**src/rtl/core/rsth_pkg.sv**
```systemverilog
// Shared types, widths and helpers for the ray segment / triangle hit unit.
// Used by the multiply-accumulate unit, the divider and the top level.
`timescale 1ns / 1ps

package rsth_pkg;

  // Coordinate, difference and wide operand widths
  localparam int CoordW = 32;
  localparam int DiffW  = 33;
  localparam int LimbW  = 32;
  localparam int AW     = 104;
  localparam int AccW   = 140;
  localparam int ProdW  = 2 * DiffW;

  typedef struct packed {
    logic signed [CoordW-1:0] a_x;
    logic signed [CoordW-1:0] a_y;
    logic signed [CoordW-1:0] a_z;
    logic signed [CoordW-1:0] b_x;
    logic signed [CoordW-1:0] b_y;
    logic signed [CoordW-1:0] b_z;
    logic signed [CoordW-1:0] c_x;
    logic signed [CoordW-1:0] c_y;
    logic signed [CoordW-1:0] c_z;
    logic                     last_triangle;
  } in_t;

  typedef struct packed {
    logic signed [CoordW-1:0] hit_x;
    logic signed [CoordW-1:0] hit_y;
    logic signed [CoordW-1:0] hit_z;
    logic                     hit_found;
  } out_t;

  typedef struct packed {
    logic signed [CoordW-1:0] x;
    logic signed [CoordW-1:0] y;
    logic signed [CoordW-1:0] z;
  } cvec_t;

  typedef struct packed {
    logic signed [DiffW-1:0] x;
    logic signed [DiffW-1:0] y;
    logic signed [DiffW-1:0] z;
  } dvec_t;

  typedef struct packed {
    logic signed [AW-1:0] x;
    logic signed [AW-1:0] y;
    logic signed [AW-1:0] z;
  } wvec_t;

  // One request to the shared multiply-accumulate unit
  typedef struct packed {
    logic signed [AW-1:0]    a;
    logic signed [DiffW-1:0] b;
    logic [2:0]              limbs;
    logic                    neg;
    logic                    clr;
  } mac_req_t;

  typedef enum logic [2:0] {
    CFG_START_X = 3'd0,
    CFG_START_Y = 3'd1,
    CFG_START_Z = 3'd2,
    CFG_FAR_X   = 3'd3,
    CFG_FAR_Y   = 3'd4,
    CFG_FAR_Z   = 3'd5
  } cfg_idx_t;

  function automatic logic signed [CoordW-1:0] cpick(input cvec_t v, input logic [1:0] i);
    logic signed [CoordW-1:0] r;
    case (i)
      2'd0:    r = v.x;
      2'd1:    r = v.y;
      default: r = v.z;
    endcase
    return r;
  endfunction

  function automatic logic signed [DiffW-1:0] dpick(input dvec_t v, input logic [1:0] i);
    logic signed [DiffW-1:0] r;
    case (i)
      2'd0:    r = v.x;
      2'd1:    r = v.y;
      default: r = v.z;
    endcase
    return r;
  endfunction

  function automatic logic signed [AW-1:0] wpick(input wvec_t v, input logic [1:0] i);
    logic signed [AW-1:0] r;
    case (i)
      2'd0:    r = v.x;
      2'd1:    r = v.y;
      default: r = v.z;
    endcase
    return r;
  endfunction

  function automatic wvec_t wset(input wvec_t v, input logic [1:0] i,
                                 input logic signed [AW-1:0] val);
    wvec_t r;
    r = v;
    case (i)
      2'd0:    r.x = val;
      2'd1:    r.y = val;
      default: r.z = val;
    endcase
    return r;
  endfunction

  // Operand axes of one cross product term: component c, second term flag
  function automatic logic [1:0] cross_a(input logic [1:0] c, input logic second);
    logic [1:0] r;
    case (c)
      2'd0:    r = second ? 2'd2 : 2'd1;
      2'd1:    r = second ? 2'd0 : 2'd2;
      default: r = second ? 2'd1 : 2'd0;
    endcase
    return r;
  endfunction

  function automatic logic [1:0] cross_b(input logic [1:0] c, input logic second);
    logic [1:0] r;
    case (c)
      2'd0:    r = second ? 2'd1 : 2'd2;
      2'd1:    r = second ? 2'd2 : 2'd0;
      default: r = second ? 2'd0 : 2'd1;
    endcase
    return r;
  endfunction

  function automatic logic signed [DiffW-1:0] dsub(input logic signed [CoordW-1:0] a,
                                                   input logic signed [CoordW-1:0] b);
    return {a[CoordW-1], a} - {b[CoordW-1], b};
  endfunction

  function automatic dvec_t vsub(input cvec_t a, input cvec_t b);
    dvec_t r;
    r.x = dsub(a.x, b.x);
    r.y = dsub(a.y, b.y);
    r.z = dsub(a.z, b.z);
    return r;
  endfunction

  function automatic logic signed [AW-1:0] wext(input logic signed [DiffW-1:0] d);
    return {{(AW-DiffW){d[DiffW-1]}}, d};
  endfunction

endpackage

```
**src/rtl/core/rsth_mac.sv**
```systemverilog
// Shared multiply-accumulate unit: wide signed operand times 33-bit signed,
// one 32-bit limb per cycle, added to or subtracted from an accumulator.
// Depends on rsth_pkg.
`timescale 1ns / 1ps

module rsth_mac (
  input  logic                               clk,
  input  logic                               rst_n,
  input  logic                               start,
  input  rsth_pkg::mac_req_t                 req,
  output logic                               done,
  output logic signed [rsth_pkg::AccW-1:0]   acc
);

  typedef enum logic [1:0] {M_IDLE, M_MUL, M_DRAIN, M_ACC} mstate_t;

  mstate_t                                state_r;
  logic signed [rsth_pkg::AW-1:0]         a_r;
  logic signed [rsth_pkg::DiffW-1:0]      b_r;
  logic                                   neg_r;
  logic                                   clr_r;
  logic [1:0]                             cnt_r;
  logic [1:0]                             top_r;
  logic signed [rsth_pkg::ProdW-1:0]      prod_r;
  logic                                   pv_r;
  logic signed [rsth_pkg::AccW-1:0]       psum_r;
  logic signed [rsth_pkg::AccW-1:0]       acc_r;
  logic                                   done_r;

  logic signed [rsth_pkg::AW-1:0]         shifted;
  logic signed [rsth_pkg::DiffW-1:0]      limb;
  logic signed [rsth_pkg::ProdW-1:0]      prod_nxt;
  logic signed [rsth_pkg::AccW-1:0]       psum_nxt;
  logic signed [rsth_pkg::AccW-1:0]       base;

  // Select limb: top limb signed, lower limbs unsigned
  always_comb begin
    shifted  = a_r >>> {cnt_r, 5'b00000};
    limb     = (cnt_r == top_r) ? shifted[rsth_pkg::DiffW-1:0]
                                : {1'b0, shifted[rsth_pkg::LimbW-1:0]};
    prod_nxt = limb * b_r;
    psum_nxt = (psum_r <<< rsth_pkg::LimbW)
             + {{(rsth_pkg::AccW-rsth_pkg::ProdW){prod_r[rsth_pkg::ProdW-1]}}, prod_r};
    base     = clr_r ? '0 : acc_r;
  end

  // Sequence limbs from the top, Horner style
  always_ff @(posedge clk) begin
    if (!rst_n) begin
      state_r <= M_IDLE;
      done_r  <= 1'b0;
      pv_r    <= 1'b0;
    end else begin
      done_r <= 1'b0;
      case (state_r)
        M_IDLE: begin
          if (start) begin
            a_r     <= req.a;
            b_r     <= req.b;
            neg_r   <= req.neg;
            clr_r   <= req.clr;
            cnt_r   <= 2'(req.limbs - 3'd1);
            top_r   <= 2'(req.limbs - 3'd1);
            psum_r  <= '0;
            pv_r    <= 1'b0;
            state_r <= M_MUL;
          end
        end
        M_MUL: begin
          prod_r <= prod_nxt;
          pv_r   <= 1'b1;
          if (pv_r) psum_r <= psum_nxt;
          if (cnt_r == 2'd0) state_r <= M_DRAIN;
          else cnt_r <= cnt_r - 2'd1;
        end
        M_DRAIN: begin
          psum_r  <= psum_nxt;
          state_r <= M_ACC;
        end
        M_ACC: begin
          acc_r   <= neg_r ? (base - psum_r) : (base + psum_r);
          done_r  <= 1'b1;
          state_r <= M_IDLE;
        end
        default: state_r <= M_IDLE;
      endcase
    end
  end

  assign done = done_r;
  assign acc  = acc_r;

endmodule

```
**config.mk**
```make
export PLATFORM = sky130hd
export DESIGN_NAME = rsth_mac
export DESIGN_NICKNAME = d
export VERILOG_FILES = /design/src/rtl/core/rsth_pkg.sv /design/src/rtl/core/rsth_mac.sv
export SDC_FILE = /design/constraint.sdc
export NUM_CORES = 2
export LEC_CHECK = 0
export BUFFER_PORTS_ARGS = -buffer_cell sky130_fd_sc_hd__buf_2
export CAP_MARGIN = 20
export CORE_UTILIZATION = 60
export CTS_CLUSTER_SIZE = 24
export DETAILED_ROUTE_END_ITERATION = 6
export GPL_ROUTABILITY_DRIVEN = 0
export PLACE_DENSITY = 0.78
export SYNTH_ARGS = -nofsm -noshare
export SYNTH_HDL_FRONTEND = slang
export SYNTH_SLANG_ARGS = --single-unit
```
**constraint.sdc**
```tcl
create_clock -name clk -period 24.4 [get_ports clk]
set_clock_uncertainty 0.15 [all_clocks]
set_input_delay 7.32 -clock clk [delete_from_list [all_inputs] [get_ports clk]]
set_output_delay 7.32 -clock clk [all_outputs]
set_load 0.03 [all_outputs]
```
# ---- Word-level counts from Yosys, hierarchy flattened
# Cells that the tools add are included.
dict set report op_classes {
  addsub 5
  mul 1
  n_eq_ne 8
  shifts 1
  n_mux 15
  reduce_logical 11
}
# op n
set op_table {}
lappend op_table {{$mux 140} 4}
lappend op_table {{$pmux 140 s3} 1}
lappend op_table {{$add 140x140->140} 2}
lappend op_table {{$sub 140x140->140} 1}
lappend op_table {{$sshr 104x7->33} 1}
lappend op_table {{$mul 33x33->66} 1}
lappend op_table {{$mux 33} 1}
lappend op_table {{$mux 2} 4}
lappend op_table {{$ne 2x2->1 const B} 4}
lappend op_table {{$pmux 2 s4} 1}
lappend op_table {{$reduce_and 2->1} 4}
lappend op_table {{$reduce_and 4->1} 2}
lappend op_table {{$eq 2x2->1 const B} 2}
lappend op_table {{$logic_not 2->1} 2}
lappend op_table {{$pmux 2 s2} 1}
lappend op_table {{$sub 2x1->2 const B} 2}
lappend op_table {{$reduce_and 3->1} 1}
lappend op_table {{$reduce_bool 3->1} 1}
lappend op_table {{$eq 2x1->1 const B} 1}
lappend op_table {{$eq 2x2->1} 1}
lappend op_table {{$mux 1} 2}
lappend op_table {{$pmux 1 s2} 1}
lappend op_table {{$reduce_bool 2->1} 1}
dict set report totals {
  reg_bits 493
  inputBits 145
  output_inout_bits 141
}

# ---- Logic depth before layout (Yosys ltp)
dict set report depth {
  ltp_word 3
  ltp_mapped 35
  depth_no_buf 32
}

# ---- Least setup slack after synthesis
# No wires, ideal clock.
dict set report synth_timing {
  path_kind {input port to flip-flop}
  startpoint {input port start}
  endpoint {register psum_r[0] (netlist name), enable pin}
  arrival_time_ns 16.944
  t_required_ns 23.439
  setup_slack_ns 6.494
  cell_stages 4
  path_buffers 0
  path_cell_list {inv_1 > nand2_1 > nand2_1 > nor3_1}
}
dict set report synth_via {
  elab_chain_len 2
}
# element line_no
set synth_lines {}
lappend synth_lines {{start, declared} rsth_mac.sv:9} ;# input logic start,
lappend synth_lines {{$ne 2x2->1 (no line)} -}
lappend synth_lines {{$reduce_and 4->1 (no line)} -}
lappend synth_lines {{end signal, assigned} rsth_mac.sv:72} ;# if (pv_r) psum_r <= psum_nxt;
lappend synth_lines {{end signal, assigned} rsth_mac.sv:77} ;# psum_r <= psum_nxt;
lappend synth_lines {{end, declared} rsth_mac.sv:26} ;# logic signed [rsth_pkg::AccW-1:0] psum_r;
# Every way passes these cells.
# A chain may end at the register's enable or synchronous reset.

# ---- Worst setup path after layout
dict set report layout_timing {
  startpoint {register cnt_r[0]}
  endpoint {register prod_r[65] (netlist name) (data pin)}
}
dict set report layout_via {
  elab_chain_len 3
}
# element line_no
set layout_lines {}
lappend layout_lines {{start, declared} rsth_mac.sv:22} ;# logic [1:0] cnt_r;
lappend layout_lines {{start signal, assigned} rsth_mac.sv:62} ;# cnt_r <= 2'(req.limbs - 3'd1);
lappend layout_lines {{start signal, assigned} rsth_mac.sv:74} ;# else cnt_r <= cnt_r - 2'd1;
lappend layout_lines {{$sshr 104x7->33 / $eq 2x2->1 (equally long branches)} {rsth_mac.sv:38, rsth_mac.sv:39}}
lappend layout_lines {{$mux 33 (*)} rsth_mac.sv:39} ;# limb = (cnt_r == top_r) ? shifted[rsth_pkg::DiffW-1:0]
lappend layout_lines {{$mul 33x33->66 (*)} rsth_mac.sv:41} ;# prod_nxt = limb * b_r;
lappend layout_lines {{via prod_nxt (one bit)} rsth_mac.sv:32} ;# logic signed [rsth_pkg::ProdW-1:0] prod_nxt;
lappend layout_lines {{end signal, assigned} rsth_mac.sv:70} ;# prod_r <= prod_nxt;
lappend layout_lines {{end, declared} rsth_mac.sv:24} ;# logic signed [rsth_pkg::ProdW-1:0] prod_r;
# The timed path passes the listed nets; every way through them passes the cells marked *.

==> results.cfg <==
[clock_network]
cts_resized = 0
cts_max_path_buffers = 3
holdBufCountCts = 0
h-tree-depth = 2
numCtsBuffers = 55
clk_pin_slew_ps = 60
cts_setup_buffers = 0
cts_tree = done
clock_sinks = 493
clkLatencyLatePin_ps = 700
cts_root_buf = clkbuf_16

[final_layout]
layout-drive-gt1-share = 0.0655
nFillCells = 9955
seqCellArea_sq_um = 14800
syn_to_final_growth_pct = 5.87
final_nets = 9837
multi_input_area_sq_um = 54300

[setup_path]
crit_required_ps = 24650
slowest_delay_ps = 1310
cp_common_cell = fa_1
end_kind = flop
crit_fanout = 37
arrival_ps = 11270
cp-start-kind = flop
path_class = flop to flop
slowest_stage = fa_1

[global_route]
grt_pass1_vias = 60858
grt_max_degree = 97
grt_first_pass_wirelength_um = 326000
gr-total-overflow = 0
grtUsageTotal = 0.330
antenna_found_initial = 2

[sta]
timing.final.crit_share = 0.451
fin_setup_tns_ps = 0
fmax_mhz = 90.8
finalSetupViolCount = 0
rsz0062_at_grt = no
max-slew-margin-rel = 0.234
tightestPinTransition_ps = 1150
hold_violations = 0
final_max_slew_viol_count = 0
period_needed_ps = 11020

[synth]
synth_edf_count = 489
ys.flop_type = edfxtp_1
syn-num-nets = 9827
synth_top_area_cell = fa_1
synth_top_area_frac = 0.305
ys_types = 92
yosysWarnings = 0
synthTopCellsByArea = fa_1 30%, edfxtp_1 19%, ha_1 7.8%
async_flop_share = 0
ys_ff_latch = 493
yosysMostFrequentCell = inv_1
synth-seq-area-share = 0.196
synth_commonest_cells = 1259 x inv_1, 1147 x fa_1, 809 x nand2_1
postSynthCellCount = 8066
syn-cell-area_sq_um = 75300
syn_area_per_cell_sq_um = 9.34

[detailed_routing]
wl_per_cell_um = 21.3
vias_per_cell = 6.08
drc_errors = 47
ant_nets = 0
route.final.wire_length_um = 208000
dr.pass1.iters = 7
vias = 59295
drt-initial-drc-count = 5288

[min_path]
hold_path.class = flop to flop

[status]
violations = design-rule violations
status = finished with violations

[floorplanning]
dieHeight_um = 356
fp.dieW_um = 356
core_area_sq_um = 124000
rows = 129
dieArea_sq_um = 127000
start_util = 0.607
ioPinCount = 286

[placed_design]
dp_hpwl_um = 160000
io_buffers = 284

[run]
max-cap-violations = 0
## metal layers
metal / track usage / routed length, um / share of wire
met5: 0 / 0 / 0
met4: 0.177 / 13100 / 0.063
met3: 0.0618 / 20300 / 0.098
met2: 0.540 / 97100 / 0.47
met1: 0.416 / 77600 / 0.37
## state kept, by name, summed over array words and instances, names as in the netlist, 2 cells and up
signal / cells
psum_r: 140
state_r: 2
top_r: 2
prod_r: 66
acc: 140
a_r: 104
b_r: 33
cnt_r: 2
## final cells by class
type | count | area share
antenna | 2 | 0.0000628
clock buffer | 66 | 0.0178
clock inverter | 33 | 0.00555
inverter | 1262 | 0.0594
multi-input combinational | 5904 | 0.681
sequential | 493 | 0.185
tap | 1637 | 0.0257
timing repair buffer | 360 | 0.0254
## cells in the final DEF, fill, tap and decap left out, drive strengths merged, types with 211 or more instances in the layout
cell	synthesis	final
a21oi	506	506
buf	16	359
fa	1147	1147
edfxtp	489	489
nor2	399	399
xnor2	318	318
and2	603	603
o21ai	211	211
inv	1259	1266
nand2	810	810
ha	469	469
## worst paths after layout
check	from	to	slack, ps	cells past startpoint
setup / recovery	cnt_r[0]	prod_r[65]	13380	30
hold / removal	prod_r[6]	psum_r[6]	330	1
setup reg to reg	cnt_r[0]	prod_r[65]	13380	30
hold reg to reg	prod_r[6]	psum_r[6]	330	1
## stage by stage
stage	util	cells	hold slack, ps	cell area [sq um]	worst slack (ps)
global placement	0.627	9653	301	77800	13600
global route	0.642	9755	340	79700	12860
finish	0.642	9757	329	79700	13380
CTS	0.642	9753	318	79700	13370
detailed placement	0.627	9654	340	77800	13390
floorplan	-	8066	287	75300	6490
## worst max-delay path: cells and delay by family, from the launching register on
family | cells | cell delay [ps]
buffers and inverters | 7 | 1480
multiplexers | 1 | 430
AND/OR/NAND/NOR | 4 | 860
AO/OA/AOI/OAI | 9 | 1960
adder cells (fa/ha/maj) | 9 | 5500
flip-flops | 1 | 320
## cell families (layout without fill, tap and decap cells)
kind of cell	Yosys count	count (layout)	share of synthesized area
and+or+nand+nor	2493	2493	0.167
AOI/OAI and AO/OA	1315	1315	0.109
adders and majority gates	1616	1616	0.383
other	0	2	0
xor gates and xnor gates	437	437	0.0508
DFF	493	493	0.196
buffers and inverters	1669	1721	0.0832
muxes	43	43	0.0110
Power is not shown: default switching activity piles up to over one toggle a cycle in this logic, so the estimate is an artifact.
