## config.mk

```make
export PLATFORM = sky130hd
export DESIGN_NAME = rsth_div
export DESIGN_NICKNAME = d
export VERILOG_FILES = /design/src/rtl/core/rsth_pkg.sv /design/src/rtl/core/rsth_div.sv
export SDC_FILE = /design/constraint.sdc
export NUM_CORES = 1
export LEC_CHECK = 0
export BUFFER_PORTS_ARGS = -buffer_cell sky130_fd_sc_hd__buf_4
export CORE_MARGIN = 1.5
export CORE_UTILIZATION = 55
export DETAILED_ROUTE_END_ITERATION = 16
export PLACE_DENSITY = 0.75
export SYNTH_ARGS = -nofsm -noshare
export SYNTH_HDL_FRONTEND = slang
export SYNTH_SLANG_ARGS = --single-unit
```

## constraint.sdc

```tcl
create_clock -name clk -period 5.5 [get_ports clk]
set_clock_uncertainty 0.1 [all_clocks]
set_input_delay 0.55 -clock clk [delete_from_list [all_inputs] [get_ports clk]]
set_output_delay 0.55 -clock clk [all_outputs]
set_load 0.01 [all_outputs]
```

## src/rtl/core/rsth_pkg.sv

```systemverilog
// Shared types, widths and helpers for the ray segment / triangle hit unit.
// Used by the multiply-accumulate unit, the divider and the top level.
`timescale 1ns / 1ps

package rsth_pkg;

  // Coordinate, difference and wide operand widths
  localparam int CoordW = 32;
  localparam int DiffW  = 33;
  localparam int LimbW  = 32;
  localparam int AW     = 104;
  localparam int AccW   = 140;
  localparam int ProdW  = 2 * DiffW;

  typedef struct packed {
    logic signed [CoordW-1:0] a_x;
    logic signed [CoordW-1:0] a_y;
    logic signed [CoordW-1:0] a_z;
    logic signed [CoordW-1:0] b_x;
    logic signed [CoordW-1:0] b_y;
    logic signed [CoordW-1:0] b_z;
    logic signed [CoordW-1:0] c_x;
    logic signed [CoordW-1:0] c_y;
    logic signed [CoordW-1:0] c_z;
    logic                     last_triangle;
  } in_t;

  typedef struct packed {
    logic signed [CoordW-1:0] hit_x;
    logic signed [CoordW-1:0] hit_y;
    logic signed [CoordW-1:0] hit_z;
    logic                     hit_found;
  } out_t;

  typedef struct packed {
    logic signed [CoordW-1:0] x;
    logic signed [CoordW-1:0] y;
    logic signed [CoordW-1:0] z;
  } cvec_t;

  typedef struct packed {
    logic signed [DiffW-1:0] x;
    logic signed [DiffW-1:0] y;
    logic signed [DiffW-1:0] z;
  } dvec_t;

  typedef struct packed {
    logic signed [AW-1:0] x;
    logic signed [AW-1:0] y;
    logic signed [AW-1:0] z;
  } wvec_t;

  // One request to the shared multiply-accumulate unit
  typedef struct packed {
    logic signed [AW-1:0]    a;
    logic signed [DiffW-1:0] b;
    logic [2:0]              limbs;
    logic                    neg;
    logic                    clr;
  } mac_req_t;

  typedef enum logic [2:0] {
    CFG_START_X = 3'd0,
    CFG_START_Y = 3'd1,
    CFG_START_Z = 3'd2,
    CFG_FAR_X   = 3'd3,
    CFG_FAR_Y   = 3'd4,
    CFG_FAR_Z   = 3'd5
  } cfg_idx_t;

  function automatic logic signed [CoordW-1:0] cpick(input cvec_t v, input logic [1:0] i);
    logic signed [CoordW-1:0] r;
    case (i)
      2'd0:    r = v.x;
      2'd1:    r = v.y;
      default: r = v.z;
    endcase
    return r;
  endfunction

  function automatic logic signed [DiffW-1:0] dpick(input dvec_t v, input logic [1:0] i);
    logic signed [DiffW-1:0] r;
    case (i)
      2'd0:    r = v.x;
      2'd1:    r = v.y;
      default: r = v.z;
    endcase
    return r;
  endfunction

  function automatic logic signed [AW-1:0] wpick(input wvec_t v, input logic [1:0] i);
    logic signed [AW-1:0] r;
    case (i)
      2'd0:    r = v.x;
      2'd1:    r = v.y;
      default: r = v.z;
    endcase
    return r;
  endfunction

  function automatic wvec_t wset(input wvec_t v, input logic [1:0] i,
                                 input logic signed [AW-1:0] val);
    wvec_t r;
    r = v;
    case (i)
      2'd0:    r.x = val;
      2'd1:    r.y = val;
      default: r.z = val;
    endcase
    return r;
  endfunction

  // Operand axes of one cross product term: component c, second term flag
  function automatic logic [1:0] cross_a(input logic [1:0] c, input logic second);
    logic [1:0] r;
    case (c)
      2'd0:    r = second ? 2'd2 : 2'd1;
      2'd1:    r = second ? 2'd0 : 2'd2;
      default: r = second ? 2'd1 : 2'd0;
    endcase
    return r;
  endfunction

  function automatic logic [1:0] cross_b(input logic [1:0] c, input logic second);
    logic [1:0] r;
    case (c)
      2'd0:    r = second ? 2'd1 : 2'd2;
      2'd1:    r = second ? 2'd2 : 2'd0;
      default: r = second ? 2'd0 : 2'd1;
    endcase
    return r;
  endfunction

  function automatic logic signed [DiffW-1:0] dsub(input logic signed [CoordW-1:0] a,
                                                   input logic signed [CoordW-1:0] b);
    return {a[CoordW-1], a} - {b[CoordW-1], b};
  endfunction

  function automatic dvec_t vsub(input cvec_t a, input cvec_t b);
    dvec_t r;
    r.x = dsub(a.x, b.x);
    r.y = dsub(a.y, b.y);
    r.z = dsub(a.z, b.z);
    return r;
  endfunction

  function automatic logic signed [AW-1:0] wext(input logic signed [DiffW-1:0] d);
    return {{(AW-DiffW){d[DiffW-1]}}, d};
  endfunction

endpackage

```

## src/rtl/core/rsth_div.sv

```systemverilog
// Restoring fraction divider: floor(num * 2^32 / den) for num < den,
// one quotient bit per cycle. Depends on rsth_pkg.
`timescale 1ns / 1ps

module rsth_div (
  input  logic                      clk,
  input  logic                      rst_n,
  input  logic                      start,
  input  logic [rsth_pkg::AW-1:0]   num,
  input  logic [rsth_pkg::AW-1:0]   den,
  output logic                      done,
  output logic [31:0]               q
);

  typedef enum logic {D_IDLE, D_RUN} dstate_t;

  dstate_t                  state_r;
  logic [rsth_pkg::AW:0]    rem_r;
  logic [rsth_pkg::AW-1:0]  den_r;
  logic [31:0]              q_r;
  logic [4:0]               cnt_r;
  logic                     done_r;

  logic [rsth_pkg::AW:0]    rem2;
  logic                     ge;

  // Shift remainder and trial subtract
  always_comb begin
    rem2 = {rem_r[rsth_pkg::AW-1:0], 1'b0};
    ge   = rem2 >= {1'b0, den_r};
  end

  always_ff @(posedge clk) begin
    if (!rst_n) begin
      state_r <= D_IDLE;
      done_r  <= 1'b0;
    end else begin
      done_r <= 1'b0;
      case (state_r)
        D_IDLE: begin
          if (start) begin
            rem_r   <= {1'b0, num};
            den_r   <= den;
            q_r     <= '0;
            cnt_r   <= '0;
            state_r <= D_RUN;
          end
        end
        D_RUN: begin
          rem_r <= ge ? (rem2 - {1'b0, den_r}) : rem2;
          q_r   <= {q_r[30:0], ge};
          cnt_r <= cnt_r + 5'd1;
          if (cnt_r == 5'd31) begin
            done_r  <= 1'b1;
            state_r <= D_IDLE;
          end
        end
        default: state_r <= D_IDLE;
      endcase
    end
  end

  assign done = done_r;
  assign q    = q_r;

endmodule

```

* After elaboration in Yosys (flattened, before gate mapping)
Cells that the tools add are included.
Cells by class: add/subtract/negate cells 2, $lt $le $gt $ge 1, equality and inequality tests 2, multiplexer cells 11, bitwise logic cells 1, reductions and logical operators 3
Operators with widths (number):
- $mux 104 | 2
- $pmux 104 s2 | 1
- $ge 105x104->1 | 1
- $sub 104x104->104 | 1
- $pmux 32 s2 | 1
- $mux 32 | 1
- $pmux 5 s2 | 1
- $add 5x1->5 const B | 1
- $eq 5x5->1 const B | 1
- $mux 5 | 1
- $reduce_and 2->1 | 2
- $mux 1 | 3
- $reduce_and 3->1 | 1
- $ne 2x2->1 const B | 1
- $pmux 1 s2 | 1
- $not 1->1 | 1
Storage, ports and cells: bits in registers 247, input port bits 211, output and inout port bits 33, word-level logic and storage cells 26

* Longest topological paths before layout
Gate-level depths: netlist (run 1).
depth after elaboration 3, gate-level depth with buffers 17, mapped depth without buffers 14

* Worst setup path after synthesis (run 1)
No wires, ideal clock.
kind register to register, from register state_r, to register cnt_r[0] (enable), library setup time 0.513 ns, data arrival time 3.790 ns, required time 4.887 ns, path slack 1.097 ns, stages on the path, launching flop included 3, buffers on the path 1, clock period less this slack 4.403 ns, cells stage by stage dfxtp_1 -> clkbuf_1 -> o21a_1
Between the ends: longest elaborated chain between the ends 3
RTL lines:
- start, declared | RTL line rsth_div.sv:17 | dstate_t state_r;
- start signal, assigned | RTL line rsth_div.sv:35 | state_r <= D_IDLE;
- start signal, assigned | RTL line rsth_div.sv:46 | state_r <= D_RUN;
- start signal, assigned | RTL line rsth_div.sv:55 | state_r <= D_IDLE;
- $not 1->1 (no line)
- $ne 2x2->1 (no line)
- $reduce_and 2->1 (no line)
- end signal, assigned | RTL line rsth_div.sv:52 | cnt_r <= cnt_r + 5'd1;
- end, declared | RTL line rsth_div.sv:21 | logic [4:0] cnt_r;
No other way between the ends. A chain may end at the register's enable or synchronous reset.

* Worst setup path in the final report (run 1)
from register rem_r[3] (netlist bit), to register rem_r[42] (netlist bit), data pin
Between the ends: longest elaborated chain between the ends 3, elaborated cells between the ends (all ways) 4, those cells by class add/sub: 1; order compare: 1; mux: 2
RTL lines:
- start, declared | RTL line rsth_div.sv:18 | logic [rsth_pkg::AW:0] rem_r;
- start signal, assigned | RTL line rsth_div.sv:42 | rem_r <= {1'b0, num};
- start signal, assigned | RTL line rsth_div.sv:50 | rem_r <= ge ? (rem2 - {1'b0, den_r}) : rem2;
- $sub 104x104->104 / $ge 105x104->1 (equally long branches) | RTL line rsth_div.sv:50, rsth_div.sv:30
- $mux 104 (*) | RTL line rsth_div.sv:50
- $pmux 104 s2 (*) | RTL line rsth_div.sv:39 | case (state_r)
Mark *: on every way between the ends. The rest lies on a longest branch, timed or not.

==> results of run 1 <==
[area by class of cell]
type                    instances  area (µm²)  area share
multi-input cells            1335        8693      0.4351
flip-flops and latches        247        7401      0.3705
repair buffers                258        1999      0.1001
clock buffers                  33       698.2     0.03495
inverters                     138       518.0     0.02593
well taps                     396       495.5     0.02480
clock inverters                14       167.7    0.008392
diodes                          2       5.005   0.0002505
[per-stage QoR]
step	worst slack [ns]	cell area [µm²]	std cells	power (mW)	hold slack [ns]
after floorplan	1.097	17010	1812	3.375	0.4626
after global placement	0.8934	19110	2374	3.795	0.4401
after detailed placement	0.8612	19110	2374	3.825	0.4428
after CTS	0.8190	19970	2421	5.654	0.03142
after global routing	0.5756	19970	2421	5.889	0.03818
final	0.7799	19980	2423	5.639	0.05233
[power by group through the flow]
stage / combinational (mW) / clock (mW) / sequential (mW)
2_1_floorplan: 1.05 / 0 / 2.32
3_3_place_gp: 1.47 / 0 / 2.32
3_5_place_dp: 1.50 / 0 / 2.33
4_1_cts: 1.50 / 1.86 / 2.29
5_1_grt: 1.67 / 1.92 / 2.30
6_report: 1.52 / 1.83 / 2.29
[layout by cell type, fill, tap and decap left out, drive strengths merged, types with 5 or more instances in the layout]
cell type	count
xor2	43
o211ai	7
nand4	50
o21bai	30
nand3	22
a31oi	19
o21a	21
a21boi	9
clkinv	9
ha	106
mux2i	82
xnor2	55
o221ai	6
inv	140
or3	5
buf	258
o21ai	94
a21oi	236
nor4	11
nor3	25
nor2	177
and4	7
a221oi	5
and2	39
a31o	6
nand2	150
and3	10
edfxtp	245
a211oi	8
a21o	42
nor2b	6
clkbuf	33
[worst max-delay path, stage by stage (launching register included)]
cell,delay [ns]
edfxtp_1,0.41
ha_1,0.42
nand3_1,0.15
o21bai_1,0.25
nand4b_1,0.20
a31oi_2,0.24
o311ai_2,0.42
a31oi_1,0.21
and3_4,0.26
o41a_1,0.44
o21ai_4,0.43
buf_12,0.28
buf_12,0.24
mux2i_1,0.23
a21oi_1,0.09
[cell families (layout without fill, tap and decap cells)]
logic type	after synthesis	after routing	share of synthesized area
compound gates	524	524	0.1870
simple gates	520	520	0.1423
flops	247	247	0.4348
buf+inv	230	443	0.05531
fa+ha+maj	107	107	0.07914
xor+xnor	98	98	0.05046
mux	86	86	0.05090
other cells	0	2	0
[how the worst max path moves through the flow]
| stage | startpoint | to | slack [ns] | cells after the start |
|---|---|---|---|---|
| global route | rem_r[3] | rem_r[65] | 0.58 | 14 |
| global placement | rem_r[3] | rem_r[83] | 0.89 | 14 |
| detailed placement | rem_r[3] | rem_r[59] | 0.86 | 14 |
| finish | rem_r[3] | rem_r[42] | 0.78 | 14 |
| CTS | rem_r[3] | rem_r[65] | 0.82 | 14 |
| floorplan | state_r | cnt_r[0] | 1.10 | 2 |
[flip-flops by register name, indices dropped and copies added, names as in the netlist]
name and flops:
rem_r 104, cnt_r 5, q 32, den_r 104, state_r 1, done 1
[routing by layer]
metal | vias up | track usage | wire length (µm)
met4 | 2 | 0.09965 | 1640
met3 | 100 | 0.06043 | 3771
li1 | 7010 | - | -
met2 | 537 | 0.4554 | 21070
met5 | - | 0 | 13
met1 | 6714 | 0.3809 | 20070
==> impl_metrics.tcl, run 1 <==
set metrics [dict create \
    status "complete, no violations" \
    fin_tns_setup_ns 0 \
    synth_cell_types 73 \
    cp-end-kind "flip-flop" \
    cts_resized 0 \
    timing.rr.start "rem_r[3]" \
    numCtsBuffers 27 \
    hold_viol 0 \
    synth-main-ff-cell "edfxtp_1" \
    rsz0062_at_grt "false" \
    p_leak_nw 8.593 \
    yosysTopAreaCell "edfxtp_1" \
    nets 2325 \
    grt_pass1_wl_um 71520 \
    synth_fp_nets 2130 \
    initial_core_util 0.5576 \
    syn_inst 1812 \
    rr_endpoint "rem_r[42]" \
    cap_violations 0 \
    critPathArrivalTime_ns 4.89 \
    clkPwrFrac 0.324 \
    hold_buffers 0 \
    min_from "den[96]" \
    fp.dieArea_um2 31990 \
    yosysSeqAreaShare 0.4348 \
    synthTopCellsByArea "edfxtp_1, ha_1, a21oi_1, mux2i_1, nor2_1" \
    cts_tree "built" \
    antenna_left 0 \
    die_h_um 178.9 \
    min_delay_path_depth 1 \
    mappedNetlistArea_um2 17010 \
    setup_violations 0 \
    ir_drop_uv 238.5 \
    drtIter0Drc 1298 \
    pwr-share-seq 0.406 \
    path_clk_slew_ns 0.07 \
    synth-edff-count 245 \
    synth.yosys.warnings 0 \
    dr.pass1.iters 5 \
    syn_avg_cell_area_um2 9.388 \
    power_density_nw_per_um2 282.3 \
    cp_max_fo 30 \
    critPathKind "reg2reg" \
    ys_seq_elements 247 \
    slew_viol_final 0 \
    gp_congestion 0.9570 \
    period_minus_slack_ns 4.720 \
    syn_to_final_growth_pct 17.44 \
    drc 0 \
    reg2reg_slack_ns 0.78 \
    post_cts_buffers 0 \
    port_buffers 243 \
    max_freq_mhz 211.9 \
    netSwitchingFraction 0.3065 \
    fin_crit_sh 0.8582 \
    grt.total_usage 0.2845 \
    cts_num_sinks 247 \
    cts-root-buf "clkbuf_16" \
    vias_per_cell 5.928 \
    ios 244 \
    hpwl_um 35680 \
    clk_latency_ns 0.57 \
    critPathRequiredTime_ns 5.67 \
    worst-slew-pin-transition_ns 1.157 \
    via_count 14360 \
    coreArea_um2 30510 \
    drive_gt1_frac 0.1575 \
    grt.overflow.total 0 \
    antenna_found_initial 3 \
    worstSetupStartpointType "flip-flop" \
    worstRegToRegCells 14 \
    clk_path_buf_depth 3 \
    grt_pass1_vias 14020 \
    synth_top_cell_area_share 0.4325 \
    hold_class "in2reg" \
    min_to "den_r[96]" \
    grt_max_degree 86 \
    h-tree-depth 1 \
    wl_um 46570 \
    p_comb_frac 0.269 \
    utilization 0.6548 \
    power.internal_mw 3.911 \
    async_flop_share 0 \
    synth.most_common_cell "edfxtp_1" \
    avgRoutedWirePerCell_um 19.22 \
    die_x_um 178.9 \
    synth_common_cells "edfxtp_1, a21oi_1, nor2_1, nand2_1, inv_1" \
    slew_headroom 0.2284 \
    rows 64 \
    p_switching_mw 1.728 \
    fill_cells 2509 \
]
Power figures use the tool's default switching activity.
==> inputs of run 2 (changes only) <==
--- a/config.mk
+++ b/config.mk
@@ -5,8 +5,9 @@
 export SDC_FILE = /design/constraint.sdc
 export NUM_CORES = 1
 export LEC_CHECK = 0
+export ABC_CLOCK_PERIOD_IN_PS = 5500
 export BUFFER_PORTS_ARGS = -buffer_cell sky130_fd_sc_hd__buf_4
-export CORE_MARGIN = 1.5
+export CORE_MARGIN = 4
 export CORE_UTILIZATION = 55
 export DETAILED_ROUTE_END_ITERATION = 16
 export PLACE_DENSITY = 0.75
==> constraint.sdc (replaced) <==
create_clock -name clk -period 5.5 [get_ports clk]
set_clock_uncertainty 0.1 [all_clocks]
set_input_delay 0.55 -clock clk [delete_from_list [all_inputs] [get_ports clk]]
set_output_delay 0.55 -clock clk [all_outputs]
set_load 0.05 [all_outputs]
==> run 2 against run 1 <==
Critical path depth is the same. Global-route usage shrank 1.7 points. Register-to-register slack gained 0.03 ns. Worst setup slack gained 0.032 ns. Combinational power grew 3%. First-iteration DRC count grew 4.1%. Total power grew 1.6%. Sequential share of layout area is the same. Hold slack lost 0.0023 ns. Sequential cell count is the same. Sequential power is essentially flat. Highest routed layer unchanged.
==> impl_metrics.tcl, run 2 (same netlist as run 1, synthesis figures left out) <==
set metrics [dict create \
    critPathRequiredTime_ns 5.70 \
    coreArea_um2 30590 \
    period_minus_slack_ns 4.688 \
    gp_congestion 0.9660 \
    critPathArrivalTime_ns 4.89 \
    worst-slew-pin-transition_ns 1.142 \
    grt.overflow.total 0 \
    reg2reg_slack_ns 0.81 \
    status "complete, no violations" \
    cp-end-kind "flip-flop" \
    fp.dieArea_um2 33810 \
    hold_viol 0 \
    antenna_found_initial 1 \
    final_cell_mix "buf_4, edfxtp_1, a21oi_1" \
    via_count 14430 \
    netSwitchingFraction 0.3105 \
    instances_no_fill 2422 \
    clk_latency_ns 0.57 \
    timing.rr.start "rem_r[7]" \
    path_clk_slew_ns 0.07 \
    cts_num_sinks 247 \
    drtIter0Drc 1351 \
    grt_pass1_wl_um 73890 \
    p_comb_frac 0.272 \
    dp.cells 2371 \
    p_switching_mw 1.779 \
    critPathKind "reg2reg" \
    fin_crit_sh 0.8523 \
    clk_path_buf_depth 3 \
    cts-root-buf "clkbuf_16" \
    place_area_um2 19060 \
    fill_cells 2538 \
    nets 2323 \
    slew_viol_final 0 \
    numCtsBuffers 28 \
    diodes 0 \
    cp_max_fo 50 \
    grt_pass1_vias 14260 \
    post_cts_buffers 0 \
    crit_start "rem_r[7]" \
    ios 244 \
    rsz0062_at_grt "false" \
    drc 0 \
    ir_drop_uv 261.2 \
    drive_gt1_frac 0.1584 \
    fin_area_um2 19980 \
    hold_buffers 0 \
    syn_to_final_growth_pct 17.44 \
    grt_max_degree 75 \
    vias_per_cell 5.958 \
    fin_tns_setup_ns 0 \
    power.internal_mw 3.951 \
    rows 64 \
    slew_headroom 0.2325 \
    dr.pass1.iters 6 \
    finalPower_mw 5.731 \
    die_x_um 183.9 \
    die_h_um 183.9 \
    cts_tree "built" \
    cap_violations 0 \
    worstSetupStartpointType "flip-flop" \
    mostFrequentLayoutCell "buf_4" \
    hpwl_um 35980 \
    max_freq_mhz 213.3 \
    hold_class "in2reg" \
    rr_endpoint "rem_r[102]" \
    pwr-share-seq 0.400 \
    setup_violations 0 \
    antenna_left 0 \
    grt.total_usage 0.2679 \
    cts_resized 0 \
    clkPwrFrac 0.328 \
    avgRoutedWirePerCell_um 19.58 \
    worstRegToRegCells 14 \
    min_from "den[78]" \
    power_density_nw_per_um2 286.8 \
    min_delay_path_depth 1 \
    port_buffers 243 \
    p_leak_nw 8.600 \
    min_to "den_r[78]" \
    h-tree-depth 1 \
    wl_um 47420 \
    initial_core_util 0.5561 \
]
==> run 2: layer usage <==
layer	GRT usage	part of all wire	up-vias
li1	-	-	6971
met4	0.06211	0.026	2
met3	0.04531	0.074	84
met2	0.4465	0.47	547
met1	0.3691	0.43	6826
met5	0	0.00027	-
==> run 2: final cells by class <==
class	count	area, µm²	area share
clock inverter	17	185.2	0.009269
tap	396	495.5	0.02480
sequential	247	7401	0.3705
inverter	138	518.0	0.02593
multi-input combinational	1335	8693	0.4351
timing repair buffer	255	1952	0.09770
clock buffer	34	733.2	0.03670
==> run 2: power groups by stage <==
stage	clock network, mW	logic (mW)	registers [mW]
final	1.88	1.56	2.29
after global routing	1.99	1.71	2.30
after CTS	1.91	1.54	2.29
after detailed placement	0	1.53	2.33
after global placement	0	1.51	2.32
after floorplan	0	1.05	2.36
==> run 2: how the worst max path moves through the flow <==
stage	to	slack (ns)	depth (start not counted)
after global placement	rem_r[102]	0.94	14
after global routing	rem_r[32]	0.63	14
after detailed placement	rem_r[102]	0.89	14
final	rem_r[102]	0.81	14
after CTS	rem_r[102]	0.86	14
after floorplan	cnt_r[0]	1.10	2
==> run 2: worst max-delay path, cell delays in order, from the launching register on <==
cell and delay [ns]:
edfxtp_1 0.40, ha_1 0.41, a21oi_1 0.14, and2_1 0.20, a22oi_2 0.22, a31oi_2 0.25, o311ai_2 0.41, a31oi_1 0.15
and3_4 0.24, o41a_1 0.44, o21ai_4 0.33, buf_12 0.33, nand2_1 0.37, inv_1 0.28, a22oi_1 0.12
==> run 2: through the flow <==
step / hold WS, ns / utilization / setup slack (ns)
floorplan: 0.4626 / - / 1.097
global placement: 0.4365 / 0.6231 / 0.9444
detailed placement: 0.4419 / 0.6231 / 0.8936
CTS: 0.01768 / 0.6531 / 0.8571
global route: 0.02633 / 0.6531 / 0.6325
finish: 0.05006 / 0.6531 / 0.8122
==> inputs of run 3 (changes only) <==
--- a/config.mk
+++ b/config.mk
@@ -8,9 +8,9 @@
 export ABC_CLOCK_PERIOD_IN_PS = 5500
 export BUFFER_PORTS_ARGS = -buffer_cell sky130_fd_sc_hd__buf_4
 export CORE_MARGIN = 4
-export CORE_UTILIZATION = 55
+export CORE_UTILIZATION = 25
 export DETAILED_ROUTE_END_ITERATION = 16
-export PLACE_DENSITY = 0.75
+export PLACE_DENSITY_LB_ADDON = 0.25
 export SYNTH_ARGS = -nofsm -noshare
 export SYNTH_HDL_FRONTEND = slang
 export SYNTH_SLANG_ARGS = --single-unit
==> run 3 against run 2 <==
Maximum frequency about the same. First-iteration DRC count decreased by 17%. Clock-buffer cell count rose by 5. Clock power up 28%. Non-clock buffer count up 2. Largest cell class unchanged.
==> impl_metrics.tcl, run 3 (same netlist as run 1, synthesis figures left out) <==
set metrics [dict create \
    fin_crit_sh 0.8521 \
    pwr-share-seq 0.366 \
    setup_violations 0 \
    avgRoutedWirePerCell_um 19.51 \
    p_leak_nw 8.743 \
    ios 244 \
    drive_gt1_frac 0.1627 \
    status "complete, no violations" \
    cp-end-kind "flip-flop" \
    min_from "den[100]" \
    ir_drop_uv 159.9 \
    power.internal_mw 4.328 \
    p_switching_mw 1.953 \
    crit_start "rem_r[53]" \
    grt.total_usage 0.1516 \
    nets 2332 \
    crit_slowest_cell "o21ai_4" \
    vias_per_cell 4.913 \
    slew_headroom 0.3029 \
    diodes 0 \
    slew_viol_final 0 \
    clk_latency_ns 0.57 \
    worstSetupStartpointType "flip-flop" \
    critPathArrivalTime_ns 4.89 \
    power_density_nw_per_um2 300.9 \
    critPathKind "reg2reg" \
    die_x_um 268.9 \
    utilization 0.3102 \
    via_count 14310 \
    numCtsBuffers 35 \
    wl_um 56840 \
    fp.dieArea_um2 72280 \
    hold_class "in2reg" \
    h-tree-depth 2 \
    final_cell_mix "buf_4, edfxtp_1, a21oi_1" \
    grt_max_degree 89 \
    port_buffers 243 \
    hold_buffers 0 \
    cp_max_fo 14 \
    netSwitchingFraction 0.3109 \
    clkPwrFrac 0.382 \
    grt.overflow.total 0 \
    crit_path_max_incr_delay_ns 0.52 \
    cts_resized 0 \
    antenna_left 0 \
    path_clk_slew_ns 0.06 \
    die_h_um 268.9 \
    hold_viol 0 \
    syn_to_final_growth_pct 22.70 \
    rsz0062_at_grt "false" \
    finalPower_mw 6.281 \
    gp_congestion 0.9227 \
    path_cells "ha_1 -> nand4_1 -> nor3_1 -> and3_1 -> a21o_1 -> o311a_1 -> a31oi_1 -> and3_4 -> o41a_1 -> o21ai_4 -> nand2_1 -> inv_1 -> a22oi_1" \
    cap_violations 0 \
    grt_pass1_wl_um 85600 \
    cts_num_sinks 247 \
    cp_top_family "simple AND/OR/NAND/NOR gates" \
    clk_path_buf_depth 3 \
    mostFrequentLayoutCell "buf_4" \
    drc 0 \
    initial_core_util 0.2529 \
    period_minus_slack_ns 4.686 \
    cts-root-buf "clkbuf_16" \
    holdWs_ns 0.05484 \
    cts_tree "built" \
    worst-path-buf-inv 1 \
    timing.rr.start "rem_r[53]" \
    hpwl_um 44250 \
    dr.pass1.iters 6 \
    rows 95 \
    antenna_found_initial 1 \
    drtIter0Drc 1121 \
    grt_pass1_vias 14570 \
    worst-slew-pin-transition_ns 1.046 \
    post_cts_buffers 0 \
    max_freq_mhz 213.4 \
    coreArea_um2 67280 \
    critPathRequiredTime_ns 5.71 \
    fin_tns_setup_ns 0 \
    p_comb_frac 0.252 \
]
run 3: changes by cell type in the layout (fill, tap and decap cells not counted), sizes merged:
| cell | delta |
|---|---|
| clkbuf | +5 |
| bufinv | +3 |
| buf | +2 |
| clkinv | +2 |
| inv | +2 |
run 3: power by group through the flow:
stage	Clock (mW)	Sequential [mW]	Combinational, mW
3_5_place_dp	0	2.34	1.58
4_1_cts	2.48	2.30	1.59
2_1_floorplan	0	2.36	1.05
6_report	2.40	2.30	1.58
3_3_place_gp	0	2.33	1.58
5_1_grt	2.54	2.31	1.75
run 3: layout make-up:
class                   count  area, µm²
fillers                  7105      46400
inverters                 138      518.0
repair buffers            257       1967
clock inverters            24      310.3
well taps                 873       1092
flip-flops and latches    247       7401
clock buffers              39      890.9
multi-input cells        1335       8693
run 3: worst reg2reg max path: cells and delay by family, from the launching register on:
family,cells,cell delay (ns)
simple gates,5,1.76
buf+inv,1,0.24
fa+ha+maj,1,0.49
flops,1,0.39
compound gates,6,1.46
run 3: per-stage QoR:
stage               setup WS, ns  cell area (µm²)  cells
detailed placement        0.8034            19670   2850
global placement          0.9377            19670   2850
floorplan                  1.097            17010   1812
CTS                       0.7761            20870   2913
finish                    0.8137            20870   2913
global route              0.5082            20870   2913
run 3: worst paths after layout:
check	endpoint	slack, ns	cells after the start
max	rem_r[88]	0.81	13
min	den_r[100]	0.05	1
max reg2reg	rem_r[88]	0.81	13
min reg2reg	q[31]	0.46	1
run 3: metal layers:
layer,vias up,track usage,share of wire
li1,7001,-,-
met1,6877,0.2072,0.46
met2,366,0.2542,0.47
met3,66,0.02117,0.046
met4,2,0.03815,0.021
met5,-,0,0.00035
